[src/rtl/bfdrx_pkg.sv]
// ----------------------------------------------------------------------------
// bfdrx_pkg
// Types, constants and codes shared by the BFD session receive block.
// ----------------------------------------------------------------------------
package bfdrx_pkg;

	localparam int SESSIONS          = 16;
	localparam int SLOT_W            = (SESSIONS > 1) ? $clog2(SESSIONS) : 1;
	localparam int MIN_PACKET_LENGTH = 24;
	localparam int DISCR_CNT_W       = 31;
	localparam logic [31:0] DISCR_LIMIT = 32'h7fff_ffff;
	localparam logic [4:0]  DIAG_NEIGHBOR_DOWN = 5'd3;
	localparam logic [2:0]  PROTO_VERSION = 3'd1;

	// Flag bit positions within flag_bits.
	localparam int FLAG_POLL  = 0;
	localparam int FLAG_FINAL = 1;
	localparam int FLAG_AUTH  = 3;
	localparam int FLAG_MPNT  = 4;

	typedef enum logic [1:0] {
		ST_ADMIN_DOWN = 2'd0,
		ST_DOWN       = 2'd1,
		ST_INIT       = 2'd2,
		ST_UP         = 2'd3
	} bfd_state_t;

	typedef enum logic [2:0] {
		STS_ACCEPTED   = 3'd0,
		STS_MALFORMED  = 3'd1,
		STS_NO_SESSION = 3'd2,
		STS_ADMIN_DOWN = 3'd3,
		STS_CREATED    = 3'd4
	} status_t;

	typedef enum logic [1:0] {
		CFG_DESIRED_TX  = 2'd0,
		CFG_REQUIRED_RX = 2'd1,
		CFG_INITIAL_RX  = 2'd2,
		CFG_DETECT_MULT = 2'd3
	} cfg_reg_t;

	localparam logic [31:0] DESIRED_TX_RESET = 32'd1000000;

	typedef struct packed {
		logic [3:0]  peer_index;
		logic [7:0]  packet_length;
		logic [2:0]  version;
		bfd_state_t  remote_state;
		logic [4:0]  flag_bits;
		logic [7:0]  remote_detect_mult;
		logic [31:0] sender_discr;
		logic [31:0] receiver_discr;
		logic [31:0] remote_min_rx;
		logic [47:0] now_us;
	} in_item_t;

	typedef struct packed {
		status_t     status;
		bfd_state_t  link_state;
		logic [4:0]  diag_code;
		logic [47:0] detect_deadline;
		logic        reply_send;
		bfd_state_t  reply_state;
		logic        reply_final;
		logic [31:0] reply_my_discr;
		logic [31:0] reply_your_discr;
	} out_item_t;

	// One session slot as held in the table.
	typedef struct packed {
		logic        valid;
		logic        attached;
		bfd_state_t  state;
		logic [4:0]  diag;
		logic [31:0] own_discr;
		logic [47:0] deadline;
	} slot_t;

	// Updates produced by one packet for the table and the discriminator counter.
	typedef struct packed {
		logic                   slot_we;
		logic [SLOT_W-1:0]      slot_idx;
		slot_t                  slot_wd;
		logic                   cnt_we;
		logic [DISCR_CNT_W-1:0] cnt_next;
	} upd_t;

endpackage

[src/rtl/bfdrx_slot_table.sv]
// ----------------------------------------------------------------------------
// bfdrx_slot_table
// Per-session slot storage with one combinational read and one write port.
// ----------------------------------------------------------------------------
module bfdrx_slot_table (
	input  logic                    clk,
	input  logic                    arst_n,
	input  logic [bfdrx_pkg::SLOT_W-1:0] rd_idx,
	output bfdrx_pkg::slot_t        rd_data,
	input  logic                    we,
	input  logic [bfdrx_pkg::SLOT_W-1:0] wr_idx,
	input  bfdrx_pkg::slot_t        wr_data
);
	import bfdrx_pkg::*;

	logic  valid_q [SESSIONS];
	slot_t entry_q [SESSIONS];

	// Only the valid bits are cleared; an invalid entry is never used for its contents.
	always_ff @(posedge clk or negedge arst_n) begin
		if (!arst_n) begin
			for (int i = 0; i < SESSIONS; i++) begin
				valid_q[i] <= 1'b0;
			end
		end else if (we) begin
			valid_q[wr_idx] <= wr_data.valid;
		end
	end

	always_ff @(posedge clk) begin
		if (we) begin
			entry_q[wr_idx] <= wr_data;
		end
	end

	always_comb begin
		rd_data       = entry_q[rd_idx];
		rd_data.valid = valid_q[rd_idx];
	end

endmodule

[src/rtl/bfdrx_step.sv]
// ----------------------------------------------------------------------------
// bfdrx_step
// Validates one control packet, steps the session state machine and
// forms the result and the slot update.
// ----------------------------------------------------------------------------
module bfdrx_step (
	input  bfdrx_pkg::in_item_t              item,
	input  bfdrx_pkg::slot_t                 slot_rd,
	input  logic [bfdrx_pkg::DISCR_CNT_W-1:0] discr_cnt,
	input  logic [31:0]                      desired_tx,
	output bfdrx_pkg::out_item_t             res,
	output bfdrx_pkg::upd_t                  upd
);
	import bfdrx_pkg::*;

	logic        malformed;
	logic        out_of_range;
	slot_t       cur;
	bfd_state_t  st_next;
	logic [4:0]  diag_next;
	logic [31:0] cnt_inc;
	logic [31:0] own_discr;
	logic [31:0] rx_max;
	logic [39:0] prod;
	logic [47:0] deadline;
	bfd_state_t  rep_state;

	assign malformed = (item.packet_length != 8'(MIN_PACKET_LENGTH))
		|| item.flag_bits[FLAG_MPNT] || (item.version != PROTO_VERSION)
		|| item.flag_bits[FLAG_AUTH] || (item.sender_discr == '0)
		|| (item.remote_detect_mult == '0)
		|| ((item.receiver_discr == '0) && !(item.remote_state == ST_DOWN
			|| item.remote_state == ST_ADMIN_DOWN));

	assign out_of_range = (32'(item.peer_index) >= 32'(SESSIONS));

	// An empty slot entered by a down packet starts from a fresh down session.
	always_comb begin
		if (slot_rd.valid) begin
			cur = slot_rd;
		end else begin
			cur             = '0;
			cur.valid       = 1'b1;
			cur.state       = ST_DOWN;
		end
	end

	assign cnt_inc     = {1'b0, discr_cnt} + 32'd1;
	assign own_discr   = cur.attached ? cur.own_discr : cnt_inc;
	assign rx_max      = (item.remote_min_rx > desired_tx) ? item.remote_min_rx : desired_tx;
	assign prod        = 40'(item.remote_detect_mult) * 40'(rx_max);
	assign deadline    = item.now_us + 48'(prod);

	// Next session state.
	always_comb begin
		st_next   = cur.state;
		diag_next = cur.diag;
		if (item.remote_state == ST_ADMIN_DOWN) begin
			if (cur.state != ST_DOWN) begin
				st_next   = ST_DOWN;
				diag_next = DIAG_NEIGHBOR_DOWN;
			end
		end else begin
			unique case (cur.state)
				ST_DOWN: begin
					if (item.remote_state == ST_DOWN) begin
						st_next = ST_INIT;
					end else if (item.remote_state == ST_INIT) begin
						st_next = ST_UP;
					end
				end
				ST_INIT: begin
					st_next = (item.remote_state == ST_INIT || item.remote_state == ST_UP)
						? ST_UP : ST_DOWN;
				end
				default: begin
					if (item.remote_state == ST_DOWN) begin
						st_next   = ST_DOWN;
						diag_next = DIAG_NEIGHBOR_DOWN;
					end
				end
			endcase
		end
	end

	assign rep_state = (own_discr != '0) ? st_next : ST_DOWN;

	// Result and table updates.
	always_comb begin
		res          = '0;
		upd          = '0;
		upd.slot_idx = SLOT_W'(item.peer_index);
		upd.cnt_next = (cnt_inc > DISCR_LIMIT) ? '0 : cnt_inc[DISCR_CNT_W-1:0];
		if (malformed) begin
			res.status = STS_MALFORMED;
		end else if (out_of_range) begin
			res.status = STS_NO_SESSION;
		end else if (!slot_rd.valid && (item.receiver_discr != '0)) begin
			upd.slot_we                 = 1'b1;
			upd.slot_wd                 = '0;
			upd.slot_wd.valid           = 1'b1;
			upd.slot_wd.state           = ST_DOWN;
			upd.slot_wd.own_discr       = item.receiver_discr;
			res.status                  = STS_CREATED;
			res.link_state              = ST_DOWN;
		end else if (!slot_rd.valid && (item.remote_state != ST_DOWN)) begin
			res.status = STS_NO_SESSION;
		end else begin
			upd.cnt_we = !cur.attached;
			if (cur.state == ST_ADMIN_DOWN) begin
				res.status          = STS_ADMIN_DOWN;
				res.link_state      = cur.state;
				res.diag_code       = cur.diag;
				res.detect_deadline = cur.deadline;
			end else begin
				upd.slot_we                 = 1'b1;
				upd.slot_wd.valid           = 1'b1;
				upd.slot_wd.attached        = 1'b1;
				upd.slot_wd.state           = st_next;
				upd.slot_wd.diag            = diag_next;
				upd.slot_wd.own_discr       = own_discr;
				upd.slot_wd.deadline        = deadline;
				res.status                  = STS_ACCEPTED;
				res.link_state              = st_next;
				res.diag_code               = diag_next;
				res.detect_deadline         = deadline;
				if (item.flag_bits[FLAG_POLL] && !(((item.sender_discr == '0)
					|| (own_discr == '0)) && (rep_state != ST_DOWN))) begin
					res.reply_send       = 1'b1;
					res.reply_state      = rep_state;
					res.reply_final      = 1'b1;
					res.reply_my_discr   = own_discr;
					res.reply_your_discr = item.sender_discr;
				end
			end
		end
	end

endmodule

[src/rtl/bfd_session_receive_fsm_top.sv]
// ----------------------------------------------------------------------------
// bfd_session_receive_fsm_top
// BFD control packet receive path: session lookup, state machine and replies.
// ----------------------------------------------------------------------------
// One decoded control packet is accepted per cycle while in_ready is high.
// The packet is captured in an input register, the 16-entry session table
// is read, updated and written back as the packet leaves that register, and
// the result lands in an output register. The read-modify-write of the
// session slot completes as each packet advances, so back-to-back packets
// to the same slot see each other's updates. A stalled output backs up one
// packet in the input register before in_ready drops. The session table
// needs no clearing pass after reset. Only the desired transmit interval
// register affects results; writes to the other registers are accepted and
// have no effect on the outputs.
module bfd_session_receive_fsm_top (
	input  logic                 clk,
	input  logic                 arst_n,
	input  logic                 in_valid,
	output logic                 in_ready,
	input  bfdrx_pkg::in_item_t  in_item,
	output logic                 out_valid,
	input  logic                 out_ready,
	output bfdrx_pkg::out_item_t out_item,
	input  logic                 cfg_valid,
	output logic                 cfg_ready,
	input  logic [1:0]           cfg_index,
	input  logic [31:0]          cfg_data
);
	import bfdrx_pkg::*;

	logic                   valid_s1;
	in_item_t               item_s1;
	logic                   valid_s2;
	out_item_t              res_s2;
	logic                   adv;
	logic [31:0]            desired_tx_q;
	logic [DISCR_CNT_W-1:0] discr_cnt_q;
	slot_t                  slot_rd;
	out_item_t              res;
	upd_t                   upd;

	assign adv       = valid_s1 && (!valid_s2 || out_ready);
	assign in_ready  = !valid_s1 || adv;
	assign cfg_ready = 1'b1;
	assign out_valid = valid_s2;
	assign out_item  = res_s2;

	always_ff @(posedge clk or negedge arst_n) begin
		if (!arst_n) begin
			desired_tx_q <= DESIRED_TX_RESET;
		end else if (cfg_valid && (cfg_index == CFG_DESIRED_TX)) begin
			desired_tx_q <= cfg_data;
		end
	end

	always_ff @(posedge clk or negedge arst_n) begin
		if (!arst_n) begin
			valid_s1    <= 1'b0;
			valid_s2    <= 1'b0;
			discr_cnt_q <= '0;
		end else begin
			if (in_ready) begin
				valid_s1 <= in_valid;
			end
			if (adv) begin
				valid_s2 <= 1'b1;
			end else if (out_ready) begin
				valid_s2 <= 1'b0;
			end
			if (adv && upd.cnt_we) begin
				discr_cnt_q <= upd.cnt_next;
			end
		end
	end

	always_ff @(posedge clk) begin
		if (in_ready && in_valid) begin
			item_s1 <= in_item;
		end
		if (adv) begin
			res_s2 <= res;
		end
	end

	bfdrx_slot_table u_table (
		.clk     (clk),
		.arst_n  (arst_n),
		.rd_idx  (SLOT_W'(item_s1.peer_index)),
		.rd_data (slot_rd),
		.we      (adv && upd.slot_we),
		.wr_idx  (upd.slot_idx),
		.wr_data (upd.slot_wd)
	);

	bfdrx_step u_step (
		.item       (item_s1),
		.slot_rd    (slot_rd),
		.discr_cnt  (discr_cnt_q),
		.desired_tx (desired_tx_q),
		.res        (res),
		.upd        (upd)
	);

	// The discriminator counter wraps before leaving the 31-bit range.
	a_cnt_limit: assert property (@(posedge clk) disable iff (!arst_n)
		adv && upd.cnt_we |=> (32'(discr_cnt_q) <= DISCR_LIMIT))
		else $error("discriminator counter out of range");

	// Rejected packets carry nothing but their status.
	a_reject_clean: assert property (@(posedge clk) disable iff (!arst_n)
		valid_s2 && (res_s2.status == STS_MALFORMED || res_s2.status == STS_NO_SESSION)
		|-> (res_s2.detect_deadline == '0) && !res_s2.reply_send
			&& (res_s2.reply_my_discr == '0) && (res_s2.link_state == ST_ADMIN_DOWN))
		else $error("rejected packet result carries data");

	// A reply only follows an accepted packet and always has the final bit.
	a_reply: assert property (@(posedge clk) disable iff (!arst_n)
		valid_s2 && res_s2.reply_send
		|-> res_s2.reply_final && (res_s2.status == STS_ACCEPTED))
		else $error("reply on a non-accepted packet or without final");

	// The input side only stalls when both stages are full and the output is blocked.
	a_stall: assert property (@(posedge clk) disable iff (!arst_n)
		!in_ready |-> valid_s1 && valid_s2 && !out_ready)
		else $error("input stalled with room in the pipeline");

	// A slot written on acceptance is read back as valid by the next packet to it.
	a_slot_written: assert property (@(posedge clk) disable iff (!arst_n)
		adv && upd.slot_we && in_valid && in_ready
		&& (SLOT_W'(in_item.peer_index) == upd.slot_idx) |=> slot_rd.valid)
		else $error("slot write lost");

endmodule
[config.mk]
export PLATFORM = sky130hd
export DESIGN_NAME = bfd_session_receive_fsm_top
export DESIGN_NICKNAME = d
export VERILOG_FILES = /design/src/rtl/bfdrx_pkg.sv /design/src/rtl/bfdrx_slot_table.sv /design/src/rtl/bfdrx_step.sv /design/src/rtl/bfd_session_receive_fsm_top.sv
export SDC_FILE = /design/constraint.sdc
export NUM_CORES = 2
export LEC_CHECK = 0
export ABC_AREA = 1
export BUFFER_PORTS_ARGS = -buffer_cell sky130_fd_sc_hd__buf_2
export CAP_MARGIN = 25
export CORE_ASPECT_RATIO = 2
export CORE_UTILIZATION = 46
export CTS_BUF_LIST = sky130_fd_sc_hd__clkbuf_8
export DETAILED_ROUTE_END_ITERATION = 6
export GPL_TIMING_DRIVEN = 1
export SLEW_MARGIN = 20
export SYNTH_ARGS = -nofsm -noshare
export SYNTH_HDL_FRONTEND = slang
export SYNTH_SLANG_ARGS = --single-unit
[constraint.sdc]
create_clock -name clk -period 20.6 [get_ports clk]
set_input_delay 6.18 -clock clk [delete_from_list [all_inputs] [get_ports clk]]
set_output_delay 6.18 -clock clk [all_outputs]
set_load 0.005 [all_outputs]
**Word level (Yosys, flattened, before mapping)**

Memories as Yosys holds them, arrays and structs flattened. A register that Yosys moved wholly into a read port is not among the register bits.
Index checks and enable logic that the tools add are counted.

- Memories kept: 1
- Bits in registers: 381
- Bits in writable memories: 1,424
- Input port bits: 213

Memory list:

| name | words | width | read ports | clocked after memory_dff | wr ports | RTL line | text |
|---|---|---|---|---|---|---|---|
| u_table.entry_q | 16 | 89 | 1 | 1 | 1 | bfdrx_slot_table.sv:17 | `slot_t entry_q [SESSIONS];` |

- Bitwise gates (word level): 2
- Reductions and logical operators: 43
- Multipliers: 1
- Eq/ne operators: 10
- $lt $le $gt $ge: 4
- Add/subtract/negate cells: 2
- Multiplexer cells: 42

Operators with widths:

| kind | number |
|---|---|
| $mux W90 | 2 |
| $mux W89 | 2 |
| $mux W68 | 2 |
| $mux W123 | 1 |
| $logic_not A32 Y1 | 3 |
| $mux W88 | 1 |
| $mux W32 | 2 |
| $reduce_bool A32 Y1 | 2 |
| $mux W57 | 1 |
| $add A48 B40 Y48 | 1 |
| $mul A8 B32 Y40 | 1 |
| $add A31 B1 Y32 const B | 1 |
| $gt A32 B31 Y1 const B | 1 |
| $gt A32 B32 Y1 | 1 |
| $mux W31 | 1 |
| $mux W5 | 5 |
| $bwmux W16 | 1 |
| $mux W2 | 7 |
| $mux W1 | 12 |
| $logic_and A1 B1 Y1 | 11 |
| $logic_or A1 B1 Y1 | 11 |
| $logic_not A8 Y1 | 1 |
| $ne A8 B5 Y1 const B | 1 |
| $eq A2 B2 Y1 const B | 3 |
| other kinds (19) | 30 |

**Longest topological paths before layout**

- Word-level depth: 18
- Depth in mapped cells: 44
- Mapped depth without buffers: 42

**Hierarchy**

A second synthesis with hierarchy kept.

- Cells, all modules: 8,879
- Area, all modules: 87,607.8 um^2

Modules (own cells, without submodules):

| module | cells each | area an instance (um^2) | instances | sequential area each (um^2) |
|---|---|---|---|---|
| bfdrx_slot_table | 5,802 | 60,844.6 | 1 | 42,680.9 |
| bfdrx_step | 2,484 | 15,067.0 | 1 | 0.0 |
| bfd_session_receive_fsm_top | 593 | 11,696.2 | 1 | 10,644.0 |

**Worst setup path after synthesis**

Ideal clock, no wire load.

- Path type: in2out
- Start point: in out_ready
- End point: out in_ready
- Data required time: 14.420 ns
- Buffers on the path: 0
- Stages: 2
- Arrival time: 6.329 ns
- Path slack: 8.091 ns
- Path through: inv_1 -> nand3_1

- Longest elaborated chain between the ends: 3

RTL lines:

| element | RTL line | text |
|---|---|---|
| from (decl) | bfd_session_receive_fsm_top.sv:22 | `input logic out_ready,` |
| $logic_or A1 B1 Y1 | bfd_session_receive_fsm_top.sv:42 | `assign adv = valid_s1 && (!valid_s2 \|\| out_ready);` |
| $logic_and A1 B1 Y1 | bfd_session_receive_fsm_top.sv:42 |  |
| $logic_or A1 B1 Y1 | bfd_session_receive_fsm_top.sv:43 | `assign in_ready = !valid_s1 \|\| adv;` |
| to (decl) | bfd_session_receive_fsm_top.sv:19 | `output logic in_ready,` |

Every way passes these cells.

**Worst setup path after layout**

Ends and elaborated chain as after synthesis.

==> out/metrics.yaml <==
clock_network:
  cts_buffers: 268
  postCtsHoldBufs: 0
  cts.repair.resized: 0
  root_buffer: "clkbuf_8"
  cts.sinks: 1790
  clkLatencyLatePin_ns: 0.91
  post_cts.repair.setup_buffers: 0
  cts_buffer_depth: 4
  cts.clk_slew.worst_paths_ns: 0.07
  h-tree-depth: 5
  cts_tree: "done"
synthesis:
  synth_area_leader_cell: "edfxtp_1"
  synth.net_count: 7637
  yosysSeqAreaShare_pct: 65.4
  syn_area_um2: 81600
  synth-main-ff-cell: "edfxtp_1"
  synth_top_area_share_pct: 62.8
  ys_top_cells_by_area: "edfxtp_1 63%, nor2_1 6.1%, fa_1 5.4%, o21ai_0 5.2%, nand2_1 3.6%"
  ys.warnings.count: 0
  synth.distinct_cells: 52
  ys_ff_latch: 1790
  avgSynthCellArea_um2: 11.5
  async_flop_share_pct: 4.53
  synth_edf_count: 1705
  netlist_instances: 7104
setup_path:
  crit_required_ns: 14.42
  start_kind: "primary input"
  cp_max_fo: 3
  r2r-end: "u_table.entry_q[13][45]"
  rr_startpoint: "desired_tx_q[6]"
  reg2reg_depth: 28
  worstPathArrival_ns: 6.58
  path_class: "primary input to output port"
  cp-end-kind: "output port"
  r2r_slack_ns: 11.09
drt:
  ant_nets: 0
  route.detailed.drc: 0
  vias_per_cell: 5.65
  drt_first_pass_iters: 6
  num_vias: 56100
  totalWireLength_mm: 240
  drtIter0Drc: 4129
  routedWlPerCell_um: 24.1
die:
  die_height_um: 598
  ios: 342
  core-area_um2: 176000
  fp.dieArea_um2: 179000
  row_count: 218
  start_util_pct: 46.3
  dieWidth_um: 300
power_and_ir_drop:
  power_density_nw_per_um2: 149
  peakVddDrop_v: 0.000267
  leakagePower_nw: 35.4
min_path:
  min_path_cells: 1
  worstHoldStart: "u_table.valid_q[10]"
  worstHoldEndpoint: "u_table.valid_q[10]"
  hp-class: "register to register"
final_layout:
  drive_gt1_share_pct: 11.6
  multiInputGateArea_um2: 24500
  stdcell_count: 9938
  regArea_um2: 53300
  fin_util_pct: 51.4
  fillCellCount: 15500
  synthToLayoutAreaGrowth_pct: 11.0
  finalInstanceArea_um2: 90600
  finalNetCount: 7970
global_routing:
  grt_pass1_wl_mm: 350
  antenna_found_initial: 3
  grt-ovfl-total: 0
  grt_max_degree: 168
  grt_pass1_vias: 56000
  track_usage_pct: 26.4
timing:
  rsz0062_at_grt: "no"
  fmax_mhz: 78.4
  relSlewSlack_pct: 27.9
  tightest_slew_ns: 1.07
  finalCritPeriodShare_pct: 61.9
  hold_viol_final: 0
  finalCriticalPeriod_ns: 12.76
  fin_skew_ns: 0.0589
  setup-tns-final_ns: 0
  setup_viol: 0
  finalMaxSlewViolations: 0
run_status:
  status: "finished clean"
placed_design:
  dp.cells: 9466
  place_area_um2: 85500
  gp_congestion: 0.930
  hpwl_mm: 147
  portBuffers: 338
flow_run:
  drv_cap: 0
-- power breakdown --
part           total (W)  switching (W)  internal [W]
combinational    0.00666        0.00460       0.00206
sequential       0.00406      0.0000471       0.00401
clock            0.00274        0.00137       0.00137
total             0.0135        0.00601       0.00744
-- metrics by stage --
| stage | setup WS (ns) | power (W) | hold WS [ns] |
|---|---|---|---|
| detailed placement | 7.84 | 0.0108 | 0.455 |
| finish | 7.84 | 0.0135 | 0.471 |
| global placement | 7.84 | 0.0108 | 0.452 |
| floorplan | 8.09 | 0.00858 | 0.440 |
| global route | 7.81 | 0.0144 | 0.480 |
| CTS | 7.84 | 0.0135 | 0.473 |
-- registers in the layout, indices dropped and copies added (netlist names), named ones only --
name             cells
u_table.valid_q     16
u_table.entry_q   1408
discr_cnt_q         31
out_valid            1
valid_s1             1
item_s1            172
desired_tx_q        32
out_item           125
-- placed cells by master (no fill, tap or decap), drive strengths merged, types with 2 or more instances in the layout --
cell	Yosys	layout
a21boi	4	4
a21o	8	8
a21oi	131	131
a31o	9	9
a31oi	23	23
a32o	15	15
and3	3	3
buf	124	440
bufinv	0	9
clkbuf	253	279
clkinv	1	88
clkinvlp	0	10
dfrtp	74	74
dfstp	7	7
dfxtp	4	4
diode	0	2
edfxtp	1705	1705
fa	218	218
ha	102	102
inv	628	702
nand2	784	784
nand3	258	258
nand4	24	24
nor2	1346	1346
nor3	35	35
nor4	24	24
o2111ai	2	2
o211ai	132	132
o21ai	870	870
o21bai	4	4
o221ai	83	83
o22ai	164	164
o32ai	5	5
or2	28	28
xnor2	6	6
xor2	21	21
-- cell type report --
cell class	instances	share of cell area [%]
Antenna cell	2	0.00553
Clock buffer	279	4.24
Clock inverter	180	1.12
Inverter	629	2.65
Multi-Input combinational cell	4308	27.0
Sequential cell	1790	58.9
Tap cell	2310	3.19
Timing Repair Buffer	440	2.87
-- kinds of logic (layout without fill, tap and decap cells) --
kind of cell	after synthesis	count (layout)	share of synthesized area, %
and+or+nand+nor	2505	2505	12.4
DFF	1790	1790	65.4
other	1	3	0.00460
buffers and inverters	1006	1528	4.82
adders and majority gates	320	320	6.92
AOI/OAI and AO/OA	1454	1454	10.2
muxes	1	1	0.0123
xor gates and xnor gates	27	27	0.290
-- worst max-delay path by stage --
| stage | from | to | slack, ns | cells past startpoint |
|---|---|---|---|---|
| after floorplan | out_ready | in_ready | 8.09 | 2 |
| after global placement | out_ready | in_ready | 7.84 | 4 |
| after detailed placement | out_ready | in_ready | 7.84 | 4 |
| after CTS | out_ready | in_ready | 7.84 | 4 |
| after global routing | out_ready | in_ready | 7.81 | 4 |
| final | out_ready | in_ready | 7.84 | 4 |
-- cells in the mapped netlist (all sizes together) (8+ instances only) --
cell	count
fa	218
nor3	35
a21oi	131
nor2	1346
dfrtp	74
edfxtp	1705
buf	124
o221ai	83
o211ai	132
a32o	15
clkbuf	253
ha	102
a31oi	23
o22ai	164
a31o	9
nand4	24
nand3	258
inv	628
nand2	784
xor2	21
a21o	8
o21ai	870
nor4	24
or2	28
-- critical path, stage by stage --
cell     delay [ns]
buf_2          0.09
inv_1          0.06
nand3_1        0.10
buf_2          0.15
-- layer usage --
layer / up-vias / part of all wire (%) / global-route usage [%]
li1: 25500 / - / -
met1: 27900 / 36 / 29.8
met2: 2165 / 53 / 48.1
met3: 554 / 5.4 / 3.25
met4: 0 / 5.7 / 14.3
met5: - / 0 / 0
No activity file was read; power rests on OpenSTA's default activity.
